File: src/sv/satl_pkg.sv
// ----------------------------------------------------------------------------
// satl_pkg
// Types and constants shared by the set-associative tag lookup block.
// ----------------------------------------------------------------------------
package satl_pkg;

    localparam int SETS      = 16;
    localparam int SET_W     = 4;
    localparam int MAX_WAYS  = 8;
    localparam int WAY_W     = 3;
    localparam int WAY_CNT_W = 4;
    localparam int ADDR_W    = 32;
    localparam int TAG_W     = ADDR_W - SET_W;

    localparam int PADDR_W   = 3;
    localparam int PDATA_W   = 32;
    localparam int CFG_IDX_W = 1;

    localparam logic [CFG_IDX_W-1:0] REG_WAYS_IN_USE = 1'b0;
    localparam logic [WAY_CNT_W-1:0] WAYS_RESET      = 4'd8;

    typedef logic [WAY_CNT_W-1:0]               t_way_cnt;
    typedef logic [WAY_W-1:0]                   t_way;
    typedef logic [SET_W-1:0]                   t_set;
    typedef logic [TAG_W-1:0]                   t_tag;
    typedef logic [MAX_WAYS-1:0][TAG_W-1:0]     t_tag_row;
    typedef logic [MAX_WAYS-1:0]                t_valid_row;

    typedef enum logic {
        ST_IDLE,
        ST_COMPARE
    } t_state;

    typedef struct packed {
        logic lookup;   // transfer accepted: read the set
        logic commit;   // resolve hit/fill and load the result register
    } t_cmd;

endpackage

File: src/sv/satl_ctrl.sv
// ----------------------------------------------------------------------------
// satl_ctrl
// Sequencer: accepts one address, then resolves it once the result register
// is free, and tracks the result register's valid flag.
// ----------------------------------------------------------------------------
module satl_ctrl
    import satl_pkg::*;
(
    input  logic i_clk,
    input  logic i_rst_n,
    input  logic i_in_valid,
    output logic o_in_stall,
    output logic o_out_valid,
    input  logic i_out_stall,
    output t_cmd o_cmd
);

    t_state r_state;
    t_state n_state;
    logic   r_out_valid;
    logic   n_out_valid;

    always_ff @(posedge i_clk) begin
        if (!i_rst_n) begin
            r_state     <= ST_IDLE;
            r_out_valid <= 1'b0;
        end else begin
            r_state     <= n_state;
            r_out_valid <= n_out_valid;
        end
    end

    always_comb begin
        n_state      = r_state;
        o_cmd.lookup = 1'b0;
        o_cmd.commit = 1'b0;
        o_in_stall   = 1'b1;
        case (r_state)
            ST_IDLE: begin
                o_in_stall = 1'b0;
                if (i_in_valid) begin
                    o_cmd.lookup = 1'b1;
                    n_state      = ST_COMPARE;
                end
            end
            ST_COMPARE: begin
                // hold until the previous result has left
                if (!r_out_valid || !i_out_stall) begin
                    o_cmd.commit = 1'b1;
                    n_state      = ST_IDLE;
                end
            end
            default: begin
                n_state = ST_IDLE;
            end
        endcase
        n_out_valid = o_cmd.commit | (r_out_valid & i_out_stall);
    end

    assign o_out_valid = r_out_valid;

endmodule

File: src/sv/satl_datapath.sv
// ----------------------------------------------------------------------------
// satl_datapath
// Tag memory, valid bits, per-set FIFO pointers, the parallel way compare,
// victim selection and the result register.
// ----------------------------------------------------------------------------
module satl_datapath
    import satl_pkg::*;
(
    input  logic                i_clk,
    input  logic                i_rst_n,
    input  t_cmd                i_cmd,
    input  logic [ADDR_W-1:0]   i_address,
    input  t_way_cnt            i_ways_in_use,
    output logic                o_is_hit,
    output logic [WAY_W-1:0]    o_way_used
);

    t_tag_row   mem_tag [SETS];
    t_valid_row r_valid [SETS];
    t_way       r_fifo  [SETS];

    t_set       r_set;
    t_tag       r_tag;
    t_tag_row   r_row_tag;
    t_valid_row r_row_valid;
    t_way       r_ptr;
    logic       r_is_hit;
    t_way       r_way_used;

    t_way_cnt   ways;
    logic       hit;
    t_way       hit_way;
    logic       have_free;
    t_way       free_way;
    t_way       victim;
    t_way_cnt   victim_inc;
    t_way       next_ptr;
    t_tag_row   fill_row;

    // register value 0 acts as one way, values above the maximum clamp
    always_comb begin
        if (i_ways_in_use == '0) begin
            ways = t_way_cnt'(1);
        end else if (i_ways_in_use > t_way_cnt'(MAX_WAYS)) begin
            ways = t_way_cnt'(MAX_WAYS);
        end else begin
            ways = i_ways_in_use;
        end
    end

    // read the set at transfer
    always_ff @(posedge i_clk) begin
        if (i_cmd.lookup) begin
            r_set       <= i_address[SET_W-1:0];
            r_tag       <= i_address[ADDR_W-1:SET_W];
            r_row_tag   <= mem_tag[i_address[SET_W-1:0]];
            r_row_valid <= r_valid[i_address[SET_W-1:0]];
            r_ptr       <= r_fifo[i_address[SET_W-1:0]];
        end
    end

    // lowest matching way wins; lowest free way is filled first
    always_comb begin
        hit       = 1'b0;
        hit_way   = '0;
        have_free = 1'b0;
        free_way  = '0;
        for (int w = MAX_WAYS - 1; w >= 0; w--) begin
            if (t_way_cnt'(w) < ways) begin
                if (r_row_valid[w] && r_row_tag[w] == r_tag) begin
                    hit     = 1'b1;
                    hit_way = t_way'(w);
                end
                if (!r_row_valid[w]) begin
                    have_free = 1'b1;
                    free_way  = t_way'(w);
                end
            end
        end

        if (have_free) begin
            victim = free_way;
        end else if ({1'b0, r_ptr} >= ways) begin
            // stale pointer after the way count was lowered
            victim = '0;
        end else begin
            victim = r_ptr;
        end

        victim_inc = {1'b0, victim} + t_way_cnt'(1);
        next_ptr   = (victim_inc == ways) ? '0 : victim_inc[WAY_W-1:0];

        fill_row         = r_row_tag;
        fill_row[victim] = r_tag;
    end

    always_ff @(posedge i_clk) begin
        if (i_cmd.commit && !hit) begin
            mem_tag[r_set] <= fill_row;
        end
    end

    always_ff @(posedge i_clk) begin
        if (!i_rst_n) begin
            for (int s = 0; s < SETS; s++) begin
                r_valid[s] <= '0;
                r_fifo[s]  <= '0;
            end
        end else if (i_cmd.commit && !hit) begin
            r_valid[r_set][victim] <= 1'b1;
            r_fifo[r_set]          <= next_ptr;
        end
    end

    always_ff @(posedge i_clk) begin
        if (i_cmd.commit) begin
            r_is_hit   <= hit;
            r_way_used <= hit ? hit_way : victim;
        end
    end

    assign o_is_hit   = r_is_hit;
    assign o_way_used = r_way_used;

endmodule

File: src/sv/set_assoc_cache_tag_lookup_core.sv
// ----------------------------------------------------------------------------
// set_assoc_cache_tag_lookup_core
// Tag store of a 16-set, 8-way cache with FIFO replacement per set.
// ----------------------------------------------------------------------------
// Usage:
//   Input channel carries one 32-bit address per transfer (i_in_valid,
//   o_in_stall). The low 4 bits pick the set, the upper 28 bits are the tag.
//   Output channel returns one result per address (o_out_valid, i_out_stall):
//   o_is_hit and o_way_used, the way that hit or the way just filled.
//   An address takes two steps: one reads the set's tag row, valid bits and
//   FIFO pointer from storage, one compares all ways, picks the victim and
//   writes the set back; the input stalls until that step is done.
//   The result sits in an output register; a new address is accepted while
//   it waits, but that address is not resolved until the result has left,
//   so a stalled receiver holds off the input after one address.
//   The APB register ways_in_use (address 0) sets the ways searched and
//   replaced; write it only while the block is idle.
//   Reset clears all valid bits and FIFO pointers at once, sets ways_in_use
//   to 8 and empties the output register.
// ----------------------------------------------------------------------------
module set_assoc_cache_tag_lookup_core
    import satl_pkg::*;
(
    input  logic                i_clk,
    input  logic                i_rst_n,

    input  logic                psel,
    input  logic                penable,
    input  logic                pwrite,
    input  logic [PADDR_W-1:0]  paddr,
    input  logic [PDATA_W-1:0]  pwdata,
    output logic [PDATA_W-1:0]  prdata,
    output logic                pready,

    input  logic                i_in_valid,
    output logic                o_in_stall,
    input  logic [ADDR_W-1:0]   i_address,

    output logic                o_out_valid,
    input  logic                i_out_stall,
    output logic                o_is_hit,
    output logic [WAY_W-1:0]    o_way_used
);

    t_way_cnt r_ways_in_use;
    t_cmd     cmd;
    logic     reg_sel;

    assign pready  = 1'b1;
    assign reg_sel = (paddr[PADDR_W-1:2] == REG_WAYS_IN_USE);

    always_ff @(posedge i_clk) begin
        if (!i_rst_n) begin
            r_ways_in_use <= WAYS_RESET;
        end else if (psel && penable && pwrite && reg_sel) begin
            r_ways_in_use <= pwdata[WAY_CNT_W-1:0];
        end
    end

    assign prdata = reg_sel ? {{(PDATA_W-WAY_CNT_W){1'b0}}, r_ways_in_use} : '0;

    satl_ctrl u_ctrl (
        .i_clk       (i_clk),
        .i_rst_n     (i_rst_n),
        .i_in_valid  (i_in_valid),
        .o_in_stall  (o_in_stall),
        .o_out_valid (o_out_valid),
        .i_out_stall (i_out_stall),
        .o_cmd       (cmd)
    );

    satl_datapath u_datapath (
        .i_clk         (i_clk),
        .i_rst_n       (i_rst_n),
        .i_cmd         (cmd),
        .i_address     (i_address),
        .i_ways_in_use (r_ways_in_use),
        .o_is_hit      (o_is_hit),
        .o_way_used    (o_way_used)
    );

endmodule
File: config.mk
export PLATFORM = sky130hd
export DESIGN_NAME = set_assoc_cache_tag_lookup_core
export DESIGN_NICKNAME = d
export VERILOG_FILES = /design/src/sv/satl_pkg.sv /design/src/sv/satl_ctrl.sv /design/src/sv/satl_datapath.sv /design/src/sv/set_assoc_cache_tag_lookup_core.sv
export SDC_FILE = /design/constraint.sdc
export NUM_CORES = 2
export LEC_CHECK = 0
export ABC_AREA = 1
export BUFFER_PORTS_ARGS = -buffer_cell sky130_fd_sc_hd__clkbuf_2
export CAP_MARGIN = 20
export CORE_UTILIZATION = 34
export CTS_BUF_LIST = sky130_fd_sc_hd__clkbuf_16
export CTS_CLUSTER_SIZE = 14
export DETAILED_ROUTE_END_ITERATION = 7
export PLACE_DENSITY_LB_ADDON = 0.3
export SLEW_MARGIN = 5
export SYNTH_ARGS = -nofsm -noshare
export SYNTH_HDL_FRONTEND = slang
export SYNTH_SLANG_ARGS = --single-unit
File: constraint.sdc
create_clock -name i_clk -period 32.2 [get_ports i_clk]
set_clock_uncertainty 0.05 [all_clocks]
set_input_delay 4.83 -clock i_clk [delete_from_list [all_inputs] [get_ports i_clk]]
set_output_delay 4.83 -clock i_clk [all_outputs]
set_load 0.03 [all_outputs]
## After elaboration in Yosys (flattened, before gate mapping)

Memories as Yosys holds them, arrays and structs flattened. A register that Yosys moved wholly into a read port is not among the register bits.
Index checks and enable logic that the tools add are counted.

- $add $sub $neg: 1
- Magnitude comparators: 12
- Equality and inequality tests: 9
- Mux-type cells: 95
- Bitwise gates (word level): 4
- Reductions and logical operators: 20

Operator list:

| cell | number |
|---|---|
| bitwise mux 224 bit | 1 |
| equality test 28 bit | 8 |
| two-way mux 3 bit | 37 |
| demux 28 bit (select 3 bit) | 1 |
| two-way mux 1 bit | 45 |
| two-way mux 28 bit | 1 |
| two-way mux 8 bit | 3 |
| two-way mux 4 bit | 5 |
| < comparator 3 x 4 -> 1 bit, first input constant | 4 |
| logical AND 1 bit | 13 |
| < comparator 1 x 4 -> 1 bit, first input constant | 2 |
| < comparator 2 x 4 -> 1 bit, first input constant | 2 |
| OR reduction 8 bit | 1 |
| adder 3 x 1 -> 4 bit, second input constant | 1 |
| equality test 4 bit | 1 |
| greater-or-equal comparator 3 x 4 -> 1 bit | 1 |
| greater-than comparator 4 bit, second input constant | 1 |
| logical NOT 4 bit | 1 |
| < comparator 3 x 4 -> 1 bit, second input constant | 1 |
| demux 1 bit (select 3 bit) | 1 |
| greater-or-equal comparator 3 x 1 -> 1 bit, second input constant | 1 |
| logical NOT 1 bit | 3 |
| OR reduction 3 bit | 1 |
| NOT 1 bit | 2 |
| other kinds (4) | 4 |

- Bits in registers: 42
- Bits in writable memories: 3760
- Bits of input ports: 74
- Word-level logic and storage cells: 151
- Memories kept: 3

Memory list:

| name | depth | bits a word | rd ports | clocked after Yosys merged registers in | write ports | RTL line | text |
|---|---|---|---|---|---|---|---|
| u_datapath.mem_tag | 16 | 224 | 1 | 1 | 1 | satl_datapath.sv:18 | `t_tag_row mem_tag [SETS];` |
| u_datapath.r_valid | 16 | 8 | 1 | 1 | 16 | satl_datapath.sv:19 | `t_valid_row r_valid [SETS];` |
| u_datapath.r_fifo | 16 | 3 | 1 | 1 | 16 | satl_datapath.sv:20 | `t_way r_fifo [SETS];` |

## Longest topological paths before layout

- Depth after elaboration: 27
- Mapped depth: 23
- Gate-level depth less buffers: 22

## Hierarchy

A second synthesis with hierarchy kept.

- Cells, all modules: 12586
- Area total of the unflattened synthesis: 160829.2 um^2

Modules (own cells, without submodules):

| module | times used | cells an instance | area an instance (um^2) | sequential area each (um^2) |
|---|---|---|---|---|
| satl_datapath | 1 | 12508 | 160293.7 | 119764.9 |
| set_assoc_cache_tag_lookup_core | 1 | 68 | 455.4 | 80.1 |
| satl_ctrl | 1 | 10 | 80.1 | 40.0 |

## Least setup slack after synthesis

OpenSTA, ideal clock, no wires.

- Path kind: input -> register
- Start: in i_in_valid
- End: reg u_datapath.r_ptr[0] (read register of u_datapath.r_fifo), enable pin
- Library setup time: 909 ps
- Arrival time: 16075 ps
- Required time: 31241 ps
- Setup slack: 15167 ps
- Stages: 2
- Path buffers: 0
- Cells stage by stage: inv_1 -> nor2_1

RTL lines:

| element | RTL line | text |
|---|---|---|
| start, declared | set_assoc_cache_tag_lookup_core.sv:35 | `input logic i_in_valid,` |
| end, declared | satl_datapath.sv:26 | `t_way r_ptr;` |

## Worst setup path in the final report

- Start: in paddr[2]
- End: out prdata[3]

- Cells in the longest elaborated chain, start to end: 1

RTL lines:

| element | RTL line | text |
|---|---|---|
| start, declared | set_assoc_cache_tag_lookup_core.sv:30 | `input logic [PADDR_W-1:0] paddr,` |
| two-way mux 4 bit | set_assoc_cache_tag_lookup_core.sv:60 | `assign prdata = reg_sel ? {{(PDATA_W-WAY_CNT_W){1'b0}}, r_ways_in_use} : '0;` |
| end, declared | set_assoc_cache_tag_lookup_core.sv:32 | `output logic [PDATA_W-1:0] prdata,` |

No other way between the ends.

==> summary.md <==
| Metric | Value |
|---|---|
| Slowest cell on the critical path | `clkbuf_2` |
| Worst hold start | `u_datapath.r_valid[5][5]` |
| Fmax | `0.0985 GHz` |
| Die Width | `688 um` |
| Sink Count | `4037` |
| Drt via density | `5.52` |
| WHS Path Cells | `2` |
| PostCTS Resize Cnt | `0` |
| Routability cong. | `0.804` |
| # nets final | `12600` |
| R2r setup slk | `approximately 24 ns` |
| CP cell instances | `clkbuf_2 > nor2_1 > clkbuf_2` |
| Critical R2R Capture | `u_datapath.mem_tag[10][103]` |
| WP buf/inv | `2` |
| Final Hold Viols | `0` |
| Critical path capture point type | `output pin` |
| Worst min path class | `reg2reg` |
| Total GRT Usage | `0.205` |
| Post-route cell area | `roughly 180000 um2` |
| Simple-gate share of the synthesized area | `0.0869` |
| Syn Std Cell Area | `160000 um2` |
| FILL cells | `~44000` |
| Worst R2R Start | `u_datapath.r_tag[15]` |
| Clock Path Buffers | `4` |
| Mux share of post-synthesis cell area | `0.00112` |
| Critical path fanouts, max | `5` |
| Core ar. | `468000 um2` |
| Yosys warning total | `0` |
| Post-synthesis area per instance | `12.8 um2` |
| Int Pwr | `8.62 mW` |
| Crit start category | `input pin` |
| RSZ-0062 raised after global routing | `no` |
| Largest family of logic cells by synthesized area | `compound AO/OA/AOI/OAI gates` |
| Final WS setup | `22.05 ns` |
| Worst VDD drop | `0.0489 mV` |
| Status | `complete, no violations` |
| Max_slew headroom | `0.174` |
| Clock share of power | `0.399` |
| Pin count of the biggest net entering global routing | `190` |
| Switching Share | `0.241` |
| Share of cells above drive strength 1 | `0.0807` |
| Pre-CTS setup slack | `21.93 ns` |
| Top_reg_cell synth | `edfxtp_1` |
| Die Y | `688 um` |
| Post-route DRC | `0` |
| Leakage | `~59 nW` |
| Hold Slack | `around 0.39 ns` |
| Drt wl/cell | `roughly 26 um` |
| Cts hold-fix bufs | `0` |
| Most frequent CP cell | `clkbuf_2` |
| Congestion Overflow GR | `0` |
| Post-synthesis compound-gate area fraction | `0.131` |
| Fraction of registers with async set/reset | `0` |
| Total power | `~11 mW` |
| Max Used Layer | `met5` |
| Via Count | `105000` |
| Met1 WL | `212000 um` |
| Period utilization | `0.315` |
| Post-Synth Adder-Cell Area | `0.000312` |
| Placed instance area | `168000 um2` |
| Initial Util | `0.342` |
| Sequential power share | `0.527` |
| Final worst path period need | `10.15 ns` |
| Worst Hold Path EP | `u_datapath.r_valid[5][5]` |
| Crit path DAT | `5.27 ns` |
| Drt first pass iters | `7` |
| Final Max Slew Viols | `0` |
| Xor and xnor area share after synthesis | `0.00317` |
| Sum of negative setup slack | `0 ns` |
| Clock-pin transition on the worst setup and hold timing paths | `0.06 ns` |
| Post-synth EDFFs | `3903` |
| IO Port Bufs | `53` |
| CP delay by family, top | `buffers and inverters` |
| ANT nets after route | `0` |
| Worst-skew pair later-pin latency | `just over 1 ns` |
| Initial DRC count | `around 13000` |
| Number of global-route vias before repair | `97600` |
| Register area share after synthesis | `0.748` |
| Worst slew pin tran | `1.23 ns` |
| Kind of critical path | `in2out` |
| CP Data Required Time | `27.32 ns` |
| Power Density | `62.9 nW/um2` |
| Sw power | `around 2.7 mW` |
| # Post-CTS Setup Buffers | `0` |
| Met3 wire len | `45500 um` |
| Post-DP HPWL | `251000 um` |
| Worst path max stage delay | `roughly 0.22 ns` |
| Seq cells post-synth | `4037` |
| Post-synth cell types | `44` |
| Num CTS Buffers | `413` |
| Area delta synth->final | `12.7%` |
| Logic pwr share | `0.074` |
| Met2 WL | `227000 um` |
| Final wirelength | `502000 um` |
| Post-Synthesis Cells | `12500` |
| CTS tree | `done` |
| Initial antenna violation count | `30` |
| First-pass GRT wire length | `711000 um` |
| Max-cap check violation count | `0` |
| FP Rows | `251` |
| I/O pin count | `113` |
| # setup viols final | `0` |
| H-tree levels | `5` |
| CTS Root Buffer Type | `clkbuf_16` |
| R2r worst-path depth | `20` |
| DIE AREA | `between 400000 and 500000 um2` |
-- cells in the final DEF, fill, tap and decap left out, types with 3 or more instances in the layout --
master and n:
clkinv_8 5, nand2_1 994, a21oi_1 27, clkbuf_16 418, buf_4 363, nand3_1 257, inv_16 6, inv_6 10
o21ai_0 2368, clkinv_16 4, conb_1 29, bufinv_16 16, clkinv_1 112, xor2_1 26, buf_8 3, inv_8 20
dfxtp_1 134, nand2_2 6, o21a_1 17, nor3_1 4, inv_1 325, mux2i_1 18, clkinvlp_4 8, inv_2 7
clkinv_2 76, o211ai_1 101, edfxtp_1 3903, buf_12 23, nor2_4 10, o21ai_1 64, nor2_1 2287, clkbuf_2 48
o22ai_1 654, ha_1 4, xnor2_1 32, o32ai_1 21, nand4_1 15, diode_2 8, o221ai_1 390
-- cells in the mapped netlist (all sizes together), types with 2 or more instances --
cell type | instances | area [um2]
edfxtp | 3903 | 117000
o21ai | 2432 | 12200
nor2 | 2299 | 8690
nand2 | 1002 | 3790
clkbuf | 800 | 3000
o22ai | 654 | 4090
o221ai | 390 | 3420
nand3 | 259 | 1300
inv | 236 | 891
buf | 144 | 788
dfxtp | 134 | 2680
o211ai | 101 | 758
xnor2 | 32 | 280
a21oi | 29 | 156
xor2 | 26 | 228
o32ai | 21 | 184
mux2i | 18 | 180
o21a | 17 | 128
nand4 | 15 | 93.8
clkinv | 6 | 22.5
ha | 4 | 50.1
nor3 | 4 | 20.0
conb | 2 | 7.51
nand3b | 2 | 15.0
-- logic make-up (layout without fill, tap and decap cells) --
| kind of cell | count (synthesis) | after routing |
|---|---|---|
| flops | 4037 | 4037 |
| xor+xnor | 58 | 58 |
| buf+inv | 1186 | 1448 |
| simple gates | 3583 | 3583 |
| other cells | 2 | 37 |
| compound gates | 3649 | 3649 |
| fa+ha+maj | 4 | 4 |
| mux | 18 | 18 |
-- worst reg2reg max path: cells and delay by family, from the launching register on --
family | cells | cell delay [ns]
compound gates | 1 | 0.18
flops | 1 | 0.33
buf+inv | 10 | 5.15
simple gates | 9 | 1.75
-- state kept, by name (all words and copies together) (netlist names) --
| register | flops |
|---|---|
| u_datapath.o_is_hit | 1 |
| u_datapath.r_row_valid | 8 |
| u_datapath.r_tag | 28 |
| u_datapath.r_set | 4 |
| u_datapath.r_ptr | 3 |
| u_datapath.r_fifo | 48 |
| u_ctrl.o_out_valid | 1 |
| u_ctrl.r_state | 1 |
| r_ways_in_use | 4 |
| u_datapath.r_valid | 128 |
| u_datapath.mem_tag | 3584 |
| u_datapath.r_row_tag | 224 |
| u_datapath.o_way_used | 3 |
-- through the flow --
| stage | instances | utilization |
|---|---|---|
| finish | 19000 | 0.386 |
| global route | 19000 | 0.386 |
| CTS | 19000 | 0.386 |
| detailed placement | 18200 | 0.359 |
| global placement | 18200 | 0.359 |
| floorplan | 12600 | - |
-- metal layers --
metal / GRT usage / vias to the layer above
met1: 0.287 / 53400
met4: 0.0678 / 4
li1: - / 46400
met2: 0.321 / 4669
met3: 0.0368 / 743
met5: 0 / -
-- cell type report --
type,count,area (um2),share of cell area
antenna,8,20.0,0.000111
inverter,242,1070,0.00590
multi-input combinational,7341,35800,0.198
tap,6198,7750,0.0429
timing repair buffer,439,3500,0.0194
clock buffer,418,10500,0.0579
clock inverter,349,2170,0.0120
sequential,4037,120000,0.664
-- worst max-delay path by stage --
stage                       startpoint                         to  slack, ns  cells past startpoint
after floorplan             i_in_valid        u_datapath.r_ptr[0]      15.17                      2
after global placement    i_address[0]  u_datapath.r_row_tag[209]      21.95                     10
after detailed placement  i_address[0]   u_datapath.r_row_tag[63]      21.93                     10
after CTS                     paddr[2]                  prdata[3]      22.04                      3
after global routing          paddr[2]                  prdata[1]      22.01                      3
final                         paddr[2]                  prdata[3]      22.05                      3
-- power groups by stage --
stage / Combinational [mW] / Clock, mW / Sequential, mW
floorplan: 0.471 / 0 / 6.10
global placement: 0.826 / 0 / 6.09
detailed placement: 0.831 / 0 / 6.09
CTS: 0.834 / 4.59 / 5.98
global route: 0.906 / 4.78 / 5.99
finish: 0.842 / 4.53 / 5.98
Power figures use the tool's default switching activity.
